### config.mk
export PLATFORM = sky130hd
export DESIGN_NAME = lsfb_ctrl
export DESIGN_NICKNAME = d
export VERILOG_FILES = /design/src/rtl/lsfb_pkg.sv /design/src/rtl/lsfb_ctrl.sv
export SDC_FILE = /design/constraint.sdc
export NUM_CORES = 1
export LEC_CHECK = 0
export ABC_AREA = 1
export BUFFER_PORTS_ARGS = -buffer_cell sky130_fd_sc_hd__buf_4
export CORE_AREA = 2 2 39 41
export CTS_CLUSTER_DIAMETER = 50
export DETAILED_ROUTE_END_ITERATION = 6
export DIE_AREA = 0 0 41 43
export PLACE_DENSITY = 0.45
export SETUP_SLACK_MARGIN = 0.2
export SLEW_MARGIN = 0
export SYNTH_ARGS = -nofsm -noshare
export SYNTH_HDL_FRONTEND = slang
export SYNTH_SLANG_ARGS = --single-unit
### constraint.sdc
create_clock -name clk -period 1.7 [get_ports clk]
set_input_delay 0.255 -clock clk [delete_from_list [all_inputs] [get_ports clk]]
set_output_delay 0.255 -clock clk [all_outputs]
set_load 0.01 [all_outputs]
### src/rtl/lsfb_pkg.sv
// ----------------------------------------------------------------------------
// LED strip frame buffer package
// Shared widths, command codes, controller types and the gamma ROM contents.
// ----------------------------------------------------------------------------
package lsfb_pkg;

	localparam int MAX_PIXELS_DEF   = 1024;
	localparam int FOOTER_GROUP_DEF = 64;

	localparam int CMD_W   = 2;
	localparam int INDEX_W = 10;
	localparam int COLOR_W = 8;
	localparam int COUNT_W = 11;
	localparam int WORD_W  = 32;
	localparam int PIXEL_W = 3 * COLOR_W;

	localparam logic [WORD_W-1:0] FRAME_ON = 32'hFF00_0000;
	localparam int unsigned GAMMA_DEN = 130050;
	localparam int unsigned GAMMA_BIAS = 65025;

	typedef enum logic [CMD_W-1:0] {
		CMD_SET_PIXEL = 2'd0,
		CMD_SET_ALL   = 2'd1,
		CMD_CLEAR_ALL = 2'd2,
		CMD_FETCH     = 2'd3
	} cmd_t;

	typedef enum logic [1:0] {
		ST_CLEAR,
		ST_IDLE,
		ST_FILL
	} state_t;

	typedef enum logic [1:0] {
		WK_HEADER,
		WK_PIXEL,
		WK_FOOTER
	} word_kind_t;

	typedef struct packed {
		logic wr_en;
		logic wr_from_cnt;
		logic wr_zero;
		logic cnt_clr;
		logic cnt_inc;
		logic load_fill;
		logic fill_zero;
		logic fetch;
	} ctrl_cmd_t;

	typedef struct packed {
		logic idx_ok;
		logic live_zero;
		logic fill_done;
		logic clear_done;
	} dp_status_t;

	typedef logic [255:0][COLOR_W-1:0] gamma_lut_t;

	function automatic gamma_lut_t gamma_init();
		gamma_lut_t lut;
		int unsigned cube;
		for (int i = 0; i < 256; i++) begin
			cube = i * i * i;
			lut[i] = COLOR_W'((2 * cube + GAMMA_BIAS) / GAMMA_DEN);
		end
		return lut;
	endfunction

	localparam gamma_lut_t GAMMA_LUT = gamma_init();

endpackage

### src/rtl/lsfb_ctrl.sv
// ----------------------------------------------------------------------------
// LED strip frame buffer controller
// Sequences the power-up clearing pass, single writes, fills and fetches.
// ----------------------------------------------------------------------------
module lsfb_ctrl (
	input  logic                          clk,
	input  logic                          arst_n,
	input  logic                          start,
	input  logic [lsfb_pkg::CMD_W-1:0]    command,
	input  lsfb_pkg::dp_status_t          status,
	output lsfb_pkg::ctrl_cmd_t           ctrl,
	output logic                          busy
);
	import lsfb_pkg::*;

	state_t state_q;
	state_t state_next;

	always_ff @(posedge clk or negedge arst_n) begin
		if (!arst_n) begin
			state_q <= ST_CLEAR;
		end else begin
			state_q <= state_next;
		end
	end

	always_comb begin
		state_next = state_q;
		ctrl       = '0;
		busy       = (state_q != ST_IDLE);
		case (state_q)
			ST_CLEAR: begin
				ctrl.wr_en       = 1'b1;
				ctrl.wr_from_cnt = 1'b1;
				ctrl.wr_zero     = 1'b1;
				ctrl.cnt_inc     = 1'b1;
				if (status.clear_done) begin
					state_next = ST_IDLE;
				end
			end
			ST_IDLE: begin
				if (start) begin
					case (command)
						CMD_SET_PIXEL: begin
							ctrl.wr_en = status.idx_ok;
						end
						CMD_SET_ALL, CMD_CLEAR_ALL: begin
							ctrl.load_fill = 1'b1;
							ctrl.fill_zero = (command == CMD_CLEAR_ALL);
							ctrl.cnt_clr   = 1'b1;
							if (!status.live_zero) begin
								state_next = ST_FILL;
							end
						end
						CMD_FETCH: begin
							ctrl.fetch = 1'b1;
						end
						default: begin
							ctrl = '0;
						end
					endcase
				end
			end
			ST_FILL: begin
				ctrl.wr_en       = 1'b1;
				ctrl.wr_from_cnt = 1'b1;
				ctrl.cnt_inc     = 1'b1;
				if (status.fill_done) begin
					state_next = ST_IDLE;
				end
			end
			default: begin
				state_next = ST_IDLE;
			end
		endcase
	end

endmodule

* Word level (Yosys, flattened, before mapping)
Cells that the tools add are included.
W data, S select, Z words.
** Word-level totals
- Output and inout bits :: 9
- Flip-flop bits (word level) :: 2
- Input bits :: 9
** Operators by class
- Reductions and logical operators :: 5
- Mux-type cells :: 16
- Eq/ne operators :: 11
** Operators by type and width (count)
- $mux W2 :: 6
- $mux W8 :: 1
- $ne A2 B2 Y1 const B :: 4
- $eq A2 B2 Y1 const B :: 3
- $pmux W2 S3 :: 1
- $reduce_and A5 Y1 :: 1
- $eq A2 B1 Y1 const B :: 2
- $logic_not A2 Y1 :: 2
- $mux W1 :: 4
- $ne A2 B1 Y1 const B :: 2
- $pmux W1 S2 :: 2
- $pmux W2 S2 :: 1
- $reduce_or A2 Y1 :: 2
- $mux W3 :: 1

* Depth between registers and ports, before layout
- Depth after elaboration :: 5
- Depth in mapped cells :: 6
- Depth with buffers taken out :: 6

* Worst setup path before layout
Ideal clock, no wire load.
- Kind :: in2out
- Start :: input port command[0] (netlist name)
- End :: output port ctrl[4] (netlist name)
- Required time :: 1.445 ns
- Data arrival time :: 0.918 ns
- Buffers on the path :: 1
- Slack :: 0.527 ns
- Stages :: 5
- Cell sequence :: inv_1 > ha_1 > nand2_1 > nor2_4 > buf_4
** RTL lines
- start, declared :: RTL line lsfb_ctrl.sv:9 : input logic [lsfb_pkg::CMD_W-1:0] command,
- end, declared :: RTL line lsfb_ctrl.sv:11 : output lsfb_pkg::ctrl_cmd_t ctrl,

==> impl_metrics.tcl <==
set metrics [dict create \
    relSlewSlack_pct 89.0 \
    max_freq_mhz 784 \
    power.internal_mw 0.184 \
    drtIter0Drc 0 \
    ir_worst_vdd_uv 245 \
    largest_register_ffs 2 \
    p_comb_share_pct 39.7 \
    grt_max_degree 6 \
    crit_chain "inv_1, nand2_2, nor2_4, buf_4" \
    insertion_delay_ns 0.22 \
    postSynthAreaPerCell_um2 6.88 \
    reg2reg_from "state_q[1]" \
    p_total_mw 0.263 \
    grt_pass1_vias 231 \
    areaGrowthSynthToFinish_pct 80.0 \
    yosysMostFrequentCell "nand2_1" \
    grt-ovfl-total 0 \
    power.switching_mw 0.0787 \
    yosysSeqAreaShare_pct 24.2 \
    route.detailed.drc 0 \
    synth_nets 42 \
    grt.busiest_layer "met2" \
    syn-instance-count 30 \
    yosys_warnings 0 \
    rsz0062_at_grt "no" \
    drtPass1Iterations 1 \
    finalClockSkew_ns 0.00109 \
    cp.arrival_ns 1.02 \
    reg2regPathDepth 4 \
    synth_seq_cells 2 \
    die_h_um 43 \
    finalHoldViolCount 0 \
    path_class "flop to output port" \
    cts_resized 0 \
    drive_above_1_share_pct 44.9 \
    cts_buffer_depth 2 \
    power.clock.fraction_pct 38.4 \
    fin_tns_setup_ns 0 \
    finalCritPeriodShare_pct 75.1 \
    rows 14 \
    final_design_area_no_fill_um2 372 \
    wirelength_um 526 \
    nNetsFinal 63 \
    vias 228 \
    hp-class "primary input to flop" \
    dp_hpwl_um 446 \
    antenna_found_initial 0 \
    synth_common_cells "7 x nand2_1, 6 x inv_1, 4 x nor2_1, 3 x ha_1" \
    numCtsBuffers 3 \
    placed_area_um2 339 \
    power_density_mw_per_mm2 707 \
    syn-cell-area_um2 206 \
    cp_max_fo 5 \
    core-area_mm2 0.00138 \
    min_path_cells 4 \
    met2_usage_pct 11.3 \
    groute.usage.overall_pct 7.72 \
    ys.flop_type "dfrtp_1" \
    timing.final.crit_period_ns 1.28 \
    critPathCaptureType "output port" \
    slowest_stage "dfrtp_1" \
    cp_data_required_time_ns 1.44 \
    yosysTopAreaCell "dfrtp_1" \
    setup.worst_path.start_class "flop" \
    synth_edf_count 0 \
    wl_per_cell_um 8.09 \
    n_fill_cell 164 \
    die_w_um 41 \
    postCtsSetupBuffers 0 \
    top_regs "state_q: 2 flops" \
    cts_sinks 2 \
    worst_slew_pin_slew_ns 0.164 \
    ioPinCount 18 \
    leakagePower_nw 0.223 \
    drv_slew 0 \
    synth_area_leaders "dfrtp_1 24%, ha_1 18%, nand2_1 13%" \
    hp-start "status[2]" \
    finalSetupViolCount 0 \
    max_stage_delay_ns 0.39 \
    cts_tree "done" \
    synth-async-reset-ratio_pct 100 \
    ant_nets 0 \
    clock_tree.root_cell "clkbuf_4" \
    timing.hold.ws_ns 0.290 \
    start_util_pct 14.9 \
    synth_top_area_share_pct 24.2 \
    swShare_pct 30.0 \
    grt_util_met3_pct 3.14 \
    antenna_cells 0 \
    die-area_mm2 0.00176 \
    htreeDepth 1 \
    synthDistinctLibCells 12 \
    maxCapViolCount 0 \
    grt_pass1_wl_um 848 \
    cts.clk_slew.worst_paths_ns 0.03 \
    regToRegSetupSlack_ns 0.81 \
    grtUsageMet1_pct 7.37 \
    status "completed" \
    port_buffers 17 \
    largest_register "state_q" \
    timing.rr.end "state_q[0]" \
    drt-vias-per-instance 3.51 \
    gp_congestion 0.622 \
    hold_end "state_q[1]" \
    seq_power_share_pct 21.9 \
]
-- critical path: cells and delay by family (launching register included) --
family	cells	cell delay, ns
buffers and inverters	2	0.20
AND/OR/NAND/NOR	2	0.21
flip-flops	1	0.39
-- cell usage in the layout (no fill, tap or decap) --
cell / count
nand2_2: 1
buf_4: 17
dfrtp_1: 2
inv_1: 6
nand2_1: 7
nor2_4: 1
nor2_1: 4
nand3b_1: 1
clkbuf_4: 3
o21ai_0: 1
nor3_1: 1
nand3_1: 1
dlygate4sd3_1: 1
ha_1: 3
-- per-stage QoR --
step | std cells | util (%) | setup WS [ns]
after floorplan | 30 | - | 0.527
after global placement | 61 | 24.5 | 0.435
after detailed placement | 61 | 24.5 | 0.434
after CTS | 65 | 26.9 | 0.406
after global routing | 65 | 26.9 | 0.334
final | 65 | 26.9 | 0.424
-- worst max path at each step --
stage                    start      end  slack [ns]  cells after the start
floorplan           command[0]  ctrl[4]        0.53                      5
global placement    command[0]  ctrl[4]        0.43                      6
detailed placement  command[0]  ctrl[2]        0.43                      6
CTS                 state_q[1]  ctrl[2]        0.41                      4
global route        state_q[1]  ctrl[1]        0.33                      4
finish              state_q[1]  ctrl[2]        0.42                      4
-- layer usage --
metal / vias to the layer above / part of all wire (%) / wire length [um]
met4: 0 / 1.3 / 7
met3: 2 / 5.9 / 31
met2: 5 / 54 / 285
li1: 126 / - / -
met1: 95 / 38 / 201
met5: - / 0 / 0
-- layout make-up --
type	instances	area [um2]	area share, %
Inverter	6	22.5	6.06
Tap cell	16	20.0	5.39
Timing Repair Buffer	18	138	37.0
Multi-Input combinational cell	20	119	32.0
Sequential cell	2	50.0	13.5
Clock buffer	3	22.5	6.06
-- what timing repair did --
action,CTS,global route
endpoints found under the setup margin,0,0
endpoints found under the hold margin,2,0
hold buffers,1,0
-- power by group through the flow --
stage / combinational (mW) / clock [mW] / sequential [mW]
CTS: 0.106 / 0.106 / 0.0578
floorplan: 0.0529 / 0 / 0.0573
detailed placement: 0.104 / 0 / 0.0584
global route: 0.115 / 0.115 / 0.0583
global placement: 0.104 / 0 / 0.0582
finish: 0.104 / 0.101 / 0.0576
-- kinds of logic (layout without fill, tap and decap cells) --
family / count (synthesis) / count (layout) / synth area share [%]
buffers and inverters: 8 / 27 / 18.2
AND/OR/NAND/NOR: 16 / 16 / 37.0
flip-flops: 2 / 2 / 24.2
adder cells (fa/ha/maj): 3 / 3 / 18.2
AO/OA/AOI/OAI: 1 / 1 / 2.42
(Power assumes the default switching activity.)
